<file path="src/hdl/cta_pkg.sv">
// ----------------------------------------------------------------------------
// Cluster template averager package
// Shared widths, codes and types of the cluster template averager.
// ----------------------------------------------------------------------------
package cta_pkg;

    localparam int unsigned DEFAULT_MAX_CLIP_SAMPLES = 256;
    localparam int unsigned DEFAULT_MAX_CLUSTERS     = 64;

    localparam int unsigned LABEL_W    = 7;
    localparam int unsigned POS_W      = 8;
    localparam int unsigned SAMPLE_W   = 16;
    localparam int unsigned MEAN_W     = 16;
    localparam int unsigned COUNT_W    = 20;
    localparam int unsigned SUM_W      = 36;
    localparam int unsigned CLIP_LEN_W = 9;

    localparam int unsigned S_TDATA_W = 32;
    localparam int unsigned M_TDATA_W = 40;

    localparam logic [CLIP_LEN_W-1:0] CLIP_LEN_RESET = 9'd256;
    localparam logic [COUNT_W-1:0]    COUNT_MAX      = 20'hFFFFF;

    localparam logic signed [SUM_W-1:0] SUM_MAX = {1'b0, {(SUM_W-1){1'b1}}};
    localparam logic signed [SUM_W-1:0] SUM_MIN = {1'b1, {(SUM_W-1){1'b0}}};

    localparam logic [MEAN_W-1:0] MEAN_MAX = 16'h7FFF;
    localparam logic [MEAN_W-1:0] MEAN_MIN = 16'h8000;

    localparam int unsigned DIV_STEPS = SUM_W;
    localparam int unsigned DIV_CNT_W = $clog2(DIV_STEPS);

    typedef enum logic [0:0] {
        OP_ACCUMULATE = 1'b0,
        OP_READ       = 1'b1
    } opcode_t;

    typedef struct packed {
        logic busy;
        logic done;
    } div_status_t;

    function automatic int unsigned addr_width(input int unsigned depth);
        return (depth > 1) ? $clog2(depth) : 1;
    endfunction

endpackage

</file>
<file path="src/hdl/cta_ram.sv">
// ----------------------------------------------------------------------------
// Cluster template averager RAM
// Generic simple dual-port RAM with one write port and a registered read port.
// ----------------------------------------------------------------------------
module cta_ram #(
    parameter int unsigned WIDTH = 8,
    parameter int unsigned DEPTH = 16
) (
    input  logic                                        clk,
    input  logic                                        we,
    input  logic [cta_pkg::addr_width(DEPTH)-1:0]      waddr,
    input  logic [WIDTH-1:0]                            wdata,
    input  logic                                        re,
    input  logic [cta_pkg::addr_width(DEPTH)-1:0]      raddr,
    output logic [WIDTH-1:0]                            rdata
);
    import cta_pkg::*;

    logic [WIDTH-1:0] mem [DEPTH];
    logic [WIDTH-1:0] rdata_reg;

    always_ff @(posedge clk)
    begin
        if (we)
        begin
            mem[waddr] <= wdata;
        end
        if (re)
        begin
            rdata_reg <= mem[raddr];
        end
    end

    assign rdata = rdata_reg;

endmodule

</file>
<file path="config.mk">
export PLATFORM = sky130hd
export DESIGN_NAME = cta_ram
export DESIGN_NICKNAME = d
export VERILOG_FILES = /design/src/hdl/cta_pkg.sv /design/src/hdl/cta_ram.sv
export SDC_FILE = /design/constraint.sdc
export NUM_CORES = 1
export LEC_CHECK = 0
export ABC_CLOCK_PERIOD_IN_PS = 4000
export BUFFER_PORTS_ARGS = -buffer_cell sky130_fd_sc_hd__buf_2
export CAP_MARGIN = 20
export CORE_MARGIN = 10
export CORE_UTILIZATION = 55
export DETAILED_ROUTE_END_ITERATION = 8
export GPL_ROUTABILITY_DRIVEN = 0
export HOLD_SLACK_MARGIN = 0.03
export PLACE_DENSITY_LB_ADDON = 0.12
export SETUP_SLACK_MARGIN = 0.1
export SYNTH_ARGS = -nofsm -noshare
export SYNTH_HDL_FRONTEND = slang
export SYNTH_SLANG_ARGS = --single-unit
</file>
<file path="constraint.sdc">
create_clock -name clk -period 4 [get_ports clk]
set_input_delay 0.4 -clock clk [delete_from_list [all_inputs] [get_ports clk]]
set_output_delay 0.4 -clock clk [all_outputs]
set_load 0.03 [all_outputs]
</file>
Word level (Yosys, flattened, before mapping):

Memories as Yosys holds them, arrays and structs flattened. A register that Yosys moved wholly into a read port is not among the register bits.
Cells that the tools add are included.

* bits in registers: 0
* latch bits: 0
* bits in writable memories: 128
* memory bits (read-only): 0
* input port bits: 19
* output and inout bits: 8
* logic and storage cells: 3
* memories: 1

Memories
* mem: words 16, width 8, rd ports 1, clocked after memory_dff 1, wr ports 1, RTL line cta_ram.sv:19 `logic [WIDTH-1:0] mem [DEPTH];`

* $add $sub $neg: 0
* $mul: 0
* divide/modulo/power cells: 0
* order comparisons: 0
* equality and inequality tests: 0
* shift operators: 0
* multiplexer cells: 2
* bitwise operators: 0
* reductions and logical operators: 0

Operator list (number)
* $mux 1: 2

Logic depth before layout (Yosys ltp):

* depth in word-level cells: 2
* depth in mapped cells: 5
* depth with buffers taken out: 3

Worst setup path after synthesis:

No wires, ideal clock.

* kind: input port to flip-flop
* start point: in waddr[2] (netlist bit)
* end point: mem mem[0][0] (enable)
* arrival: 1.510 ns
* slack: 2.107 ns
* cell stages on the path: 2
* buffers on the path: 0
* path through: or3b_2 nor3_1

RTL lines
* start: declaration: RTL line cta_ram.sv:11 `input logic [cta_pkg::addr_width(DEPTH)-1:0] waddr,`
* end: declaration: RTL line cta_ram.sv:19

No word-level cell before the write port.

==> results.ini <==
[flow_run]
max_cap_violations=0

[clock_network]
cts_sinks=136
cts.repair.resized=0
clockRootBuffer=clkbuf_8
postCtsHoldBufs=0
htreeDepth=4
cts_tree=done
clkTransAtPathRegs_ps=60
cts.path.max_buffers=2
post_cts_buffers=0
clock_latency_ps=530
numCtsBuffers=17

[setup_path]
crit_path_end_kind=flip-flop
crit_required_ps=4280
crit_buf_inv=1
worst-path-max-fanout=31
crit_family=buffers and inverters
worstPathArrival_ps=2200
path_cells=buf_2 > mux4_2 > a22oi_1 > nand2_1
critPathLaunchType=input port
max_stage_delay_ps=760
path_class=in2reg
cp_slowest_cell=buf_2

[timing]
finalMaxSlewViolations=0
finalCritPeriodShare=0.480
setup_viol=0
fmax_mhz=521
finalHoldViolCount=0
tightest_slew_ps=1110
slew_headroom=0.255
fin_tns_setup_ps=0
fin_crit_ps=1920
final.setup_skew_ps=9.57
rsz0062_at_grt=no

[pwr]
p_leak_nw=2.02
power.total_mw=3.33
power_density_nw_per_um2=550
ir_worst_vdd_mv=0.304

[cells_and_area]
num_antenna_cells=0
final_net_count=286
utilization=0.656
largest_reg_flops=128
fin_area_sq_um=6060
n_fill_cell=607
drive_above_1_share=0.288
area_growth_pct=15.9

[detailed_routing]
drc_errors=0
routedWlPerCell_microns=24.6
vias=2406
vias_per_cell=5.91
ant_nets=0
dr.first_iter.drc_count=189
postRouteWirelength_microns=9990
drt-pass1-iter-count=4

[yosys]
syn_inst=229
yosysUniqueCellTypes=18
synthesis.nets=248
synth_seq_area_share=0.781
synth_edf_count=136
synth_area_sq_um=5230
synth_warnings=0
synth-seq-cells=136
avgSynthCellArea_sq_um=22.8
synthFlopType=edfxtp_1
async_flop_share=0

[floorplan]
die_w_microns=117
initial_core_util=0.566
io_pins=27
die_area_sq_um=13800
die_h_microns=117
num_rows=35
coreArea_sq_um=9240

[global_route]
antenna_found_initial=0
grt_remaining_overflow=0
grt_pass1_vias=2482
grt_pass1_wl_microns=15200
grt_max_degree=33
grtUsageTotal=0.150

[min_path]
hold_class=in2reg

[placed_design]
portBuffers=26
placed_cell_area_sq_um=5470
hpwlAfterDp_microns=6000

[outcome]
status=finished clean

## worst register-to-register path, cell delays in order, from the launching register on
cell and delay (ps):
edfxtp_1 360, mux4_2 510, a22oi_1 280, nand2_1 80
## cell families (layout without fill, tap and decap cells)
kind of cell           count (synthesis)  in the layout  share of synthesized area
muxes                                 32             32                      0.148
DFF                                  136            136                      0.781
AOI/OAI and AO/OA                     16             16                     0.0230
and+or+nand+nor                       35             35                     0.0314
buffers and inverters                 10             59                     0.0165
## cell usage after synthesis (2+ instances only)
library cell / count / area share
mux4_1: 14 / 0.070
a22oi_1: 16 / 0.023
nor3_1: 4 / 0.0038
nor2_1: 13 / 0.0093
buf_2: 3 / 0.0029
mux4_2: 18 / 0.078
nand3b_1: 2 / 0.0029
edfxtp_1: 136 / 0.78
nand2_1: 9 / 0.0065
nand2b_1: 2 / 0.0024
clkdlybuf4s25_2: 3 / 0.0057
buf_6: 3 / 0.0065
## final timing paths
path | slack, ps | depth (start not counted) | start | end
worst max-delay path | 2080 | 4 | raddr[0] | rdata[7]$_DFFE_PP_
worst min-delay path | 220 | 1 | re | rdata[6]$_DFFE_PP_
worst max register to register | 2520 | 3 | mem[7][7]$_DFFE_PP_ | rdata[7]$_DFFE_PP_
worst min register to register | 740 | 3 | mem[14][4]$_DFFE_PP_ | rdata[4]$_DFFE_PP_
## metrics by stage
step	setup slack (ps)	std cells	hold WS [ps]
after detailed placement	1510	377	728
after CTS	2060	407	214
after floorplan	2110	229	499
after global placement	1500	377	721
final	2080	407	219
after global routing	1950	407	216
## layer usage
layer | vias up | GRT usage | routed length (microns)
met1 | 1243 | 0.203 | 4440
met3 | 15 | 0.0427 | 619
met2 | 92 | 0.223 | 4770
met5 | - | 0 | 0
met4 | 0 | 0.0626 | 165
li1 | 1056 | - | -
## power by group
part           switching (mW)  internal [mW]  leakage, nW
clock network           0.566           1.00        0.289
logic                  0.0955         0.0566        0.491
registers             0.00713           1.61         1.24
## layout make-up
type                    count  area, sq um  area share
flip-flops and latches    136         4080       0.674
repair buffers             29          153      0.0252
clock buffers              17          414      0.0683
clock inverters            13          181      0.0299
multi-input cells          83         1070       0.176
well taps                 129          161      0.0266
## cell usage in the layout (no fill, tap or decap), drive strengths merged
cell,n
nand2b,2
nand2,9
or3b,1
buf,29
and2,1
mux4,32
clkbuf,17
nor2,13
clkinv,7
and2b,1
bufinv,4
edfxtp,136
nor3,4
nand3b,2
clkinvlp,2
nand3,1
nor2b,1
a22oi,16
(Power assumes the default switching activity.)
