File: src/hdl/cta_pkg.sv
// ----------------------------------------------------------------------------
// Cluster template averager package
// Shared widths, codes and types of the cluster template averager.
// ----------------------------------------------------------------------------
package cta_pkg;

    localparam int unsigned DEFAULT_MAX_CLIP_SAMPLES = 256;
    localparam int unsigned DEFAULT_MAX_CLUSTERS     = 64;

    localparam int unsigned LABEL_W    = 7;
    localparam int unsigned POS_W      = 8;
    localparam int unsigned SAMPLE_W   = 16;
    localparam int unsigned MEAN_W     = 16;
    localparam int unsigned COUNT_W    = 20;
    localparam int unsigned SUM_W      = 36;
    localparam int unsigned CLIP_LEN_W = 9;

    localparam int unsigned S_TDATA_W = 32;
    localparam int unsigned M_TDATA_W = 40;

    localparam logic [CLIP_LEN_W-1:0] CLIP_LEN_RESET = 9'd256;
    localparam logic [COUNT_W-1:0]    COUNT_MAX      = 20'hFFFFF;

    localparam logic signed [SUM_W-1:0] SUM_MAX = {1'b0, {(SUM_W-1){1'b1}}};
    localparam logic signed [SUM_W-1:0] SUM_MIN = {1'b1, {(SUM_W-1){1'b0}}};

    localparam logic [MEAN_W-1:0] MEAN_MAX = 16'h7FFF;
    localparam logic [MEAN_W-1:0] MEAN_MIN = 16'h8000;

    localparam int unsigned DIV_STEPS = SUM_W;
    localparam int unsigned DIV_CNT_W = $clog2(DIV_STEPS);

    typedef enum logic [0:0] {
        OP_ACCUMULATE = 1'b0,
        OP_READ       = 1'b1
    } opcode_t;

    typedef struct packed {
        logic busy;
        logic done;
    } div_status_t;

    function automatic int unsigned addr_width(input int unsigned depth);
        return (depth > 1) ? $clog2(depth) : 1;
    endfunction

endpackage

File: src/hdl/cta_div.sv
// ----------------------------------------------------------------------------
// Cluster template averager divider
// Iterative restoring divider, one quotient bit per cycle, with the signed
// quotient truncated toward zero and saturated to the mean range.
// ----------------------------------------------------------------------------
module cta_div (
    input  logic                                    clk,
    input  logic                                    rst_n,
    input  logic                                    start,
    input  logic signed [cta_pkg::SUM_W-1:0]        dividend,
    input  logic [cta_pkg::COUNT_W-1:0]             divisor,
    output cta_pkg::div_status_t                    status,
    output logic [cta_pkg::MEAN_W-1:0]              quotient
);
    import cta_pkg::*;

    logic                   busy_reg, busy_next;
    logic                   done_reg, done_next;
    logic [DIV_CNT_W-1:0]   cnt_reg, cnt_next;
    logic                   neg_reg, neg_next;
    logic [COUNT_W:0]       rem_reg, rem_next;
    logic [SUM_W-1:0]       quo_reg, quo_next;
    logic [COUNT_W-1:0]     div_reg, div_next;
    logic [MEAN_W-1:0]      res_reg, res_next;

    logic [COUNT_W:0]       rem_shift;
    logic                   fits;
    logic [SUM_W-1:0]       quo_step;

    always_comb
    begin
        rem_shift = {rem_reg[COUNT_W-1:0], quo_reg[SUM_W-1]};
        fits      = rem_shift >= {1'b0, div_reg};
        quo_step  = {quo_reg[SUM_W-2:0], fits};

        busy_next = busy_reg;
        done_next = 1'b0;
        cnt_next  = cnt_reg;
        neg_next  = neg_reg;
        rem_next  = rem_reg;
        quo_next  = quo_reg;
        div_next  = div_reg;
        res_next  = res_reg;

        if (start)
        begin
            busy_next = 1'b1;
            cnt_next  = '0;
            neg_next  = dividend[SUM_W-1];
            rem_next  = '0;
            quo_next  = dividend[SUM_W-1] ? SUM_W'(-dividend) : SUM_W'(dividend);
            div_next  = divisor;
        end
        else if (busy_reg)
        begin
            rem_next = fits ? (rem_shift - {1'b0, div_reg}) : rem_shift;
            quo_next = quo_step;
            cnt_next = cnt_reg + DIV_CNT_W'(1);
            if (cnt_reg == DIV_CNT_W'(DIV_STEPS - 1))
            begin
                busy_next = 1'b0;
                done_next = 1'b1;
                if (neg_reg)
                begin
                    if (quo_step > SUM_W'(32768))
                    begin
                        res_next = MEAN_MIN;
                    end
                    else
                    begin
                        res_next = MEAN_W'(-quo_step[MEAN_W-1:0]);
                    end
                end
                else
                begin
                    if (quo_step > SUM_W'(32767))
                    begin
                        res_next = MEAN_MAX;
                    end
                    else
                    begin
                        res_next = quo_step[MEAN_W-1:0];
                    end
                end
            end
        end
    end

    always_ff @(posedge clk or negedge rst_n)
    begin
        if (!rst_n)
        begin
            busy_reg <= 1'b0;
            done_reg <= 1'b0;
            cnt_reg  <= '0;
        end
        else
        begin
            busy_reg <= busy_next;
            done_reg <= done_next;
            cnt_reg  <= cnt_next;
        end
    end

    always_ff @(posedge clk)
    begin
        neg_reg <= neg_next;
        rem_reg <= rem_next;
        quo_reg <= quo_next;
        div_reg <= div_next;
        res_reg <= res_next;
    end

    assign status   = {busy_reg, done_reg};
    assign quotient = res_reg;

endmodule

File: config.mk
export PLATFORM = sky130hd
export DESIGN_NAME = cta_div
export DESIGN_NICKNAME = d
export VERILOG_FILES = /design/src/hdl/cta_pkg.sv /design/src/hdl/cta_div.sv
export SDC_FILE = /design/constraint.sdc
export NUM_CORES = 1
export LEC_CHECK = 0
export BUFFER_PORTS_ARGS = -buffer_cell sky130_fd_sc_hd__buf_2
export CAP_MARGIN = 20
export CORE_ASPECT_RATIO = 1.5
export CORE_MARGIN = 2
export CORE_UTILIZATION = 50
export CTS_BUF_LIST = sky130_fd_sc_hd__clkbuf_4 sky130_fd_sc_hd__clkbuf_8
export CTS_CLUSTER_SIZE = 8
export DETAILED_ROUTE_END_ITERATION = 6
export PLACE_DENSITY = 0.7
export SYNTH_ARGS = -nofsm -noshare
export SYNTH_HDL_FRONTEND = slang
export SYNTH_SLANG_ARGS = --single-unit
File: constraint.sdc
create_clock -name clk -period 6.35 [get_ports clk]
set_clock_uncertainty 0.2 [all_clocks]
set_input_delay 1.27 -clock clk [delete_from_list [all_inputs] [get_ports clk]]
set_output_delay 1.27 -clock clk [all_outputs]
set_load 0.005 [all_outputs]
# After elaboration in Yosys (flattened, before gate mapping)
# Cells that the tools add are included.
dict set report op_classes {
  n_addsub 4
  order_cmp 3
  eq_ne 1
  n_reduce_logical 2
  n_bitwise 1
  n_mux 15
}
# cell count
set op_table {}
lappend op_table {{2-to-1 mux 36 bit} 3}
lappend op_table {{2-to-1 mux 16 bit} 3}
lappend op_table {{> comparator 36 x 15 -> 1 bit, second input constant} 1}
lappend op_table {{> comparator 36 x 16 -> 1 bit, second input constant} 1}
lappend op_table {{negator 36 bit} 1}
lappend op_table {{greater-or-equal comparator 21 x 20 -> 1 bit} 1}
lappend op_table {{2-to-1 mux 20 bit} 1}
lappend op_table {{subtractor 20 bit} 1}
lappend op_table {{negator 16 bit} 1}
lappend op_table {{2-to-1 mux 6 bit} 2}
lappend op_table {{adder 6 x 1 -> 6 bit, second input constant} 1}
lappend op_table {{equality test 6 bit, second input constant} 1}
lappend op_table {{2-to-1 mux 1 bit} 6}
lappend op_table {{AND reduction 3 bit} 1}
lappend op_table {{nonzero test 2 bit} 1}
lappend op_table {{inverter 1 bit} 1}
dict set report word_totals {
  elab_cells 34
  out_inout_bits 18
  inputBits 59
  register_bits 101
}

# Depth between registers and ports, before layout
dict set report depth {
  ltp_word 4
  mapped_depth 19
  ltp_nobuf 17
}

# Worst setup path before layout
# No wires, ideal clock.
dict set report synth_timing {
  path_type {register to register}
  from {register div_reg[1]}
  to {register res_reg[15], in the netlist quotient[15] (data pin)}
  slack_ps 1684
  setup_time_ps 261
  path_buffers 1
  required_ps 5889
  stages_incl_launch_ff 19
  synth_period_minus_slack_ps 4666
  arrival_time_ps 4205
  path_cell_list {edfxtp_1 -> inv_1 -> ha_1 -> nand2b_1 -> a21oi_1 -> or4b_4 -> a311o_4 -> o221ai_4 -> nand2_1 -> inv_2 -> ha_1 -> or4b_1 -> or4_4 -> o21ai_2 -> nand2_1 -> buf_2 -> nor4_1 -> nand3_1 -> o311a_1}
}
dict set report synth_between {
  elab_chain_cells 4
  word_cells_on_any_way 7
  classes_between {add/sub (1); order compare (3); mux (3)}
}
# item line_no
set synth_rtl {}
lappend synth_rtl {{from (decl)} cta_div.sv:23} ;# logic [COUNT_W-1:0] div_reg, div_next;
lappend synth_rtl {{from (signal assigned)} cta_div.sv:110} ;# div_reg <= div_next;
lappend synth_rtl {{greater-or-equal comparator 21 x 20 -> 1 bit *} cta_div.sv:33} ;# fits = rem_shift >= {1'b0, div_reg};
lappend synth_rtl {{> comparator 36 x 15 -> 1 bit, or another cell as far along} cta_div.sv:76} ;# if (quo_step > SUM_W'(32767))
lappend synth_rtl {{2-to-1 mux 16 bit, on equally long branches} {cta_div.sv:76, cta_div.sv:65}}
lappend synth_rtl {{2-to-1 mux 16 bit *} cta_div.sv:63} ;# if (neg_reg)
lappend synth_rtl {{to (signal assigned)} cta_div.sv:111} ;# res_reg <= res_next;
lappend synth_rtl {{to (decl)} cta_div.sv:24} ;# logic [MEAN_W-1:0] res_reg, res_next;
# Every way passes the cells marked *; elsewhere a longest branch is shown, timed or not.
# A chain may end at the register's enable or synchronous reset.

# Worst setup path in the final report
dict set report layout_timing {
  from {register div_reg[1]}
  to {register res_reg[3], in the netlist quotient[3] (data pin)}
}
# The elaborated chain is that of the path after synthesis.

==> qor.yml <==
pwr:
  seqPwrFrac: 0.559
  p_switching_mw: 0.389
  comb_power_share: 0.149
  ir_drop_mv: 0.0921
  p_leak_nw: 2.87
  power_density_nw_per_um2: 204
  switching_share: 0.273
  p_clk_frac: 0.292
  p_int_mw: 1.04
cells_and_area:
  fillCellCount: 1138
  final_cells: 892
  nNetsFinal: 814
  area_growth_pct: 10.3
  drive_gt1_frac: 0.167
  n_antenna_cell: 0
  largest_register_ffs: 36
die:
  die_w_microns: 96.0
  coreArea_sq_um: 12400
  start_util: 0.510
  die-area_sq_um: 13600
  io_pins: 77
  die_y_microns: 142
  row_count: 50
synth:
  synthFlopType: "edfxtp_1"
  synth_simple_gate_area_frac: 0.179
  synth.cell_area_sq_um: 6350
  synthCells: 676
  synth_fa_ha_area_frac: 0.0485
  syn_avg_cell_area_sq_um: 9.39
  muxShareOfSynthArea: 0.00670
  synth_edf_count: 73
  yosys_warnings: 0
  synth_top_family_by_area: "compound AO/OA/AOI/OAI gates"
  syn_nets: 759
  synth-compound-area-share: 0.206
  synth_xor_area_frac: 0.0690
  ys_seq_area_frac: 0.440
  yosysUniqueCellTypes: 69
  ys_async_sr_fraction: 0.0792
  ys_ff_latch: 101
placed_design:
  io_buffers: 76
  place_congestion: 0.928
  placedCellCount: 876
  dp_hpwl_microns: 10700
sta:
  slew_violations: 0
  finalHoldViolCount: 0
  rsz0062_at_grt: "no"
  min_period_over_period: 0.807
  max-slew-margin-rel: 0.511
  timing.final.crit_period_ns: 5.13
  setup_tns_ns: 0
  fmax_mhz: 195
  worst_slew_pin_slew_ns: 0.733
  setup_violations: 0
run_status:
  status: "complete, no violations"
worst_setup_path:
  crit_start: "div_reg[1]"
  crit_path_frequent_cell: "ha_1"
  crit_buf_inv: 2
  rr_endpoint: "quotient[3]"
  start_kind: "register"
  cp_max_fo: 11
  arrival_ns: 5.16
  path_cells: "inv_1 > ha_1 > nand2b_1 > a21oi_1 > or4b_4 > a311o_4 > o221ai_4 > nand2_1 > inv_2 > ha_1 > or4b_1 > or4_4 > o21ai_2 > nand3_1 > a311oi_1 > a211o_1"
  r2r_cells: 16
  r2r-start: "div_reg[1]"
  cp.required_ns: 6.38
  cp_slowest_cell: "or4b_4"
  rrSetupSlack_ns: 1.22
  end_kind: "register"
  crit_family: "simple AND/OR/NAND/NOR gates"
  crit_type: "register to register"
  cpPeakStageDelay_ns: 0.56
drt:
  ant_nets: 0
  routedWlPerCell_microns: 16.7
  first_pass_iters: 5
  drt_iter0_drc: 321
  num_vias: 5353
  drt-total-wl_microns: 14900
  drc_errors: 0
  viasPerCell: 6.00
clock_network:
  post-cts-setup-buffer-count: 0
  path_clk_slew_ns: 0.10
  cts_sinks: 101
  clock_path_buffers: 2
  root_buffer: "clkbuf_8"
  cts_buffers: 9
  htreeDepth: 3
  cts_tree: "yes"
  cts_hold_buf: 0
  cts_resized: 0
  clk_latency_ns: 0.36
grt:
  grt_antenna_before_repair: 0
  grt_pass1_vias: 5249
  grt_pass1_wl_microns: 24300
  grt_usage: 0.223
  grt_overflow: 0
  grt_start_max_net_pins: 72
hold_path:
  hold_class: "register to register"
  worst_hold_path.endpoint: "rem_reg[8]"
  hold_depth: 2
  min_from: "rem_reg[8]"
flow_run:
  cap_viol_max_count: 0
power by group through the flow:
stage	combinational, mW	clock (mW)	sequential (mW)
2_1_floorplan	0.155	0	0.796
3_3_place_gp	0.206	0	0.810
3_5_place_dp	0.211	0	0.812
4_1_cts	0.213	0.424	0.797
5_1_grt	0.239	0.448	0.805
6_report	0.213	0.417	0.798
worst min-delay path, cell delays in order, from the launching register on:
cell,delay (ns)
dfxtp_1,0.34
nor2_1,0.09
nor4_1,0.05
area by class of cell:
type | instances | area [sq um] | area share
inverter | 40 | 150 | 0.0215
clock buffer | 10 | 131 | 0.0188
clock inverter | 6 | 62.6 | 0.00894
timing repair buffer | 82 | 428 | 0.0611
sequential | 101 | 2790 | 0.399
tap | 156 | 195 | 0.0279
multi-input combinational | 497 | 3240 | 0.463
metrics by stage:
stage                     hold slack, ns  instance area [sq um]  setup slack (ns)  power (mW)   util
after floorplan                    0.273                   6350              1.68       0.951      -
after global placement             0.298                   6810              1.46        1.02  0.547
after detailed placement           0.300                   6810              1.33        1.02  0.547
after CTS                          0.313                   7000              1.30        1.43  0.562
after global routing               0.329                   7000             0.989        1.49  0.562
final                              0.311                   7000              1.22        1.43  0.562
per-layer routing:
| layer | track usage | routed length, microns |
|---|---|---|
| met5 | 0 | 0 |
| met1 | 0.262 | 5990 |
| met3 | 0.0291 | 698 |
| met2 | 0.410 | 7860 |
| met4 | 0.0684 | 346 |
worst max path at each step:
stage | slack (ns) | to | cells after the start
finish | 1.22 | quotient[3] | 16
global route | 0.99 | quotient[3] | 16
CTS | 1.30 | quotient[15] | 17
detailed placement | 1.33 | quotient[15] | 17
global placement | 1.46 | quotient[15] | 17
floorplan | 1.68 | quotient[15] | 18
cells in the mapped netlist, drive strengths merged (4+ instances only):
| cell | number | area, sq um |
|---|---|---|
| dfxtp | 20 | 400 |
| nand4 | 9 | 56.3 |
| a31o | 4 | 35.0 |
| nand2b | 7 | 43.8 |
| a31oi | 9 | 56.3 |
| or3 | 9 | 57.6 |
| o311ai | 9 | 78.8 |
| o21ai | 36 | 184 |
| o41ai | 9 | 93.8 |
| and3 | 11 | 68.8 |
| a21o | 6 | 45.0 |
| or4 | 8 | 63.8 |
| or2 | 4 | 25.0 |
| buf | 10 | 66.3 |
| xnor2 | 10 | 87.6 |
| nand2 | 45 | 169 |
| inv | 39 | 146 |
| nor3 | 12 | 60.1 |
| a311oi | 14 | 123 |
| o31ai | 17 | 128 |
| a211oi | 4 | 30.0 |
| clkbuf | 28 | 105 |
| ha | 23 | 288 |
| edfxtp | 73 | 2190 |
| nor2 | 78 | 300 |
| a21oi | 55 | 279 |
| xor2 | 40 | 350 |
| dfrtp | 8 | 200 |
| nor4 | 15 | 93.8 |
| nand3 | 23 | 115 |
placed cells by master (no fill, tap or decap), drive strengths merged, types with 4 or more instances in the layout:
cell type,n
nand2b,7
a21o,6
nand2,45
clkbuf,10
or2,4
edfxtp,73
buf,82
xor2,40
a31o,4
nor3,12
dfrtp,8
nor4,15
nand3,23
and3,11
nand4,9
a31oi,9
a311oi,14
clkinv,5
o41ai,9
ha,23
dfxtp,20
nor2,78
a21oi,55
inv,40
o21ai,36
xnor2,10
or4,8
a211oi,4
or3,9
o311ai,9
o31ai,17
kinds of logic after synthesis:
| logic type | count (synthesis) |
|---|---|
| and+or+nand+nor | 231 |
| AOI/OAI and AO/OA | 188 |
| DFF | 101 |
| buffers and inverters | 78 |
| xor gates and xnor gates | 50 |
| adders and majority gates | 24 |
| muxes | 4 |
Power figures use the tool's default switching activity.
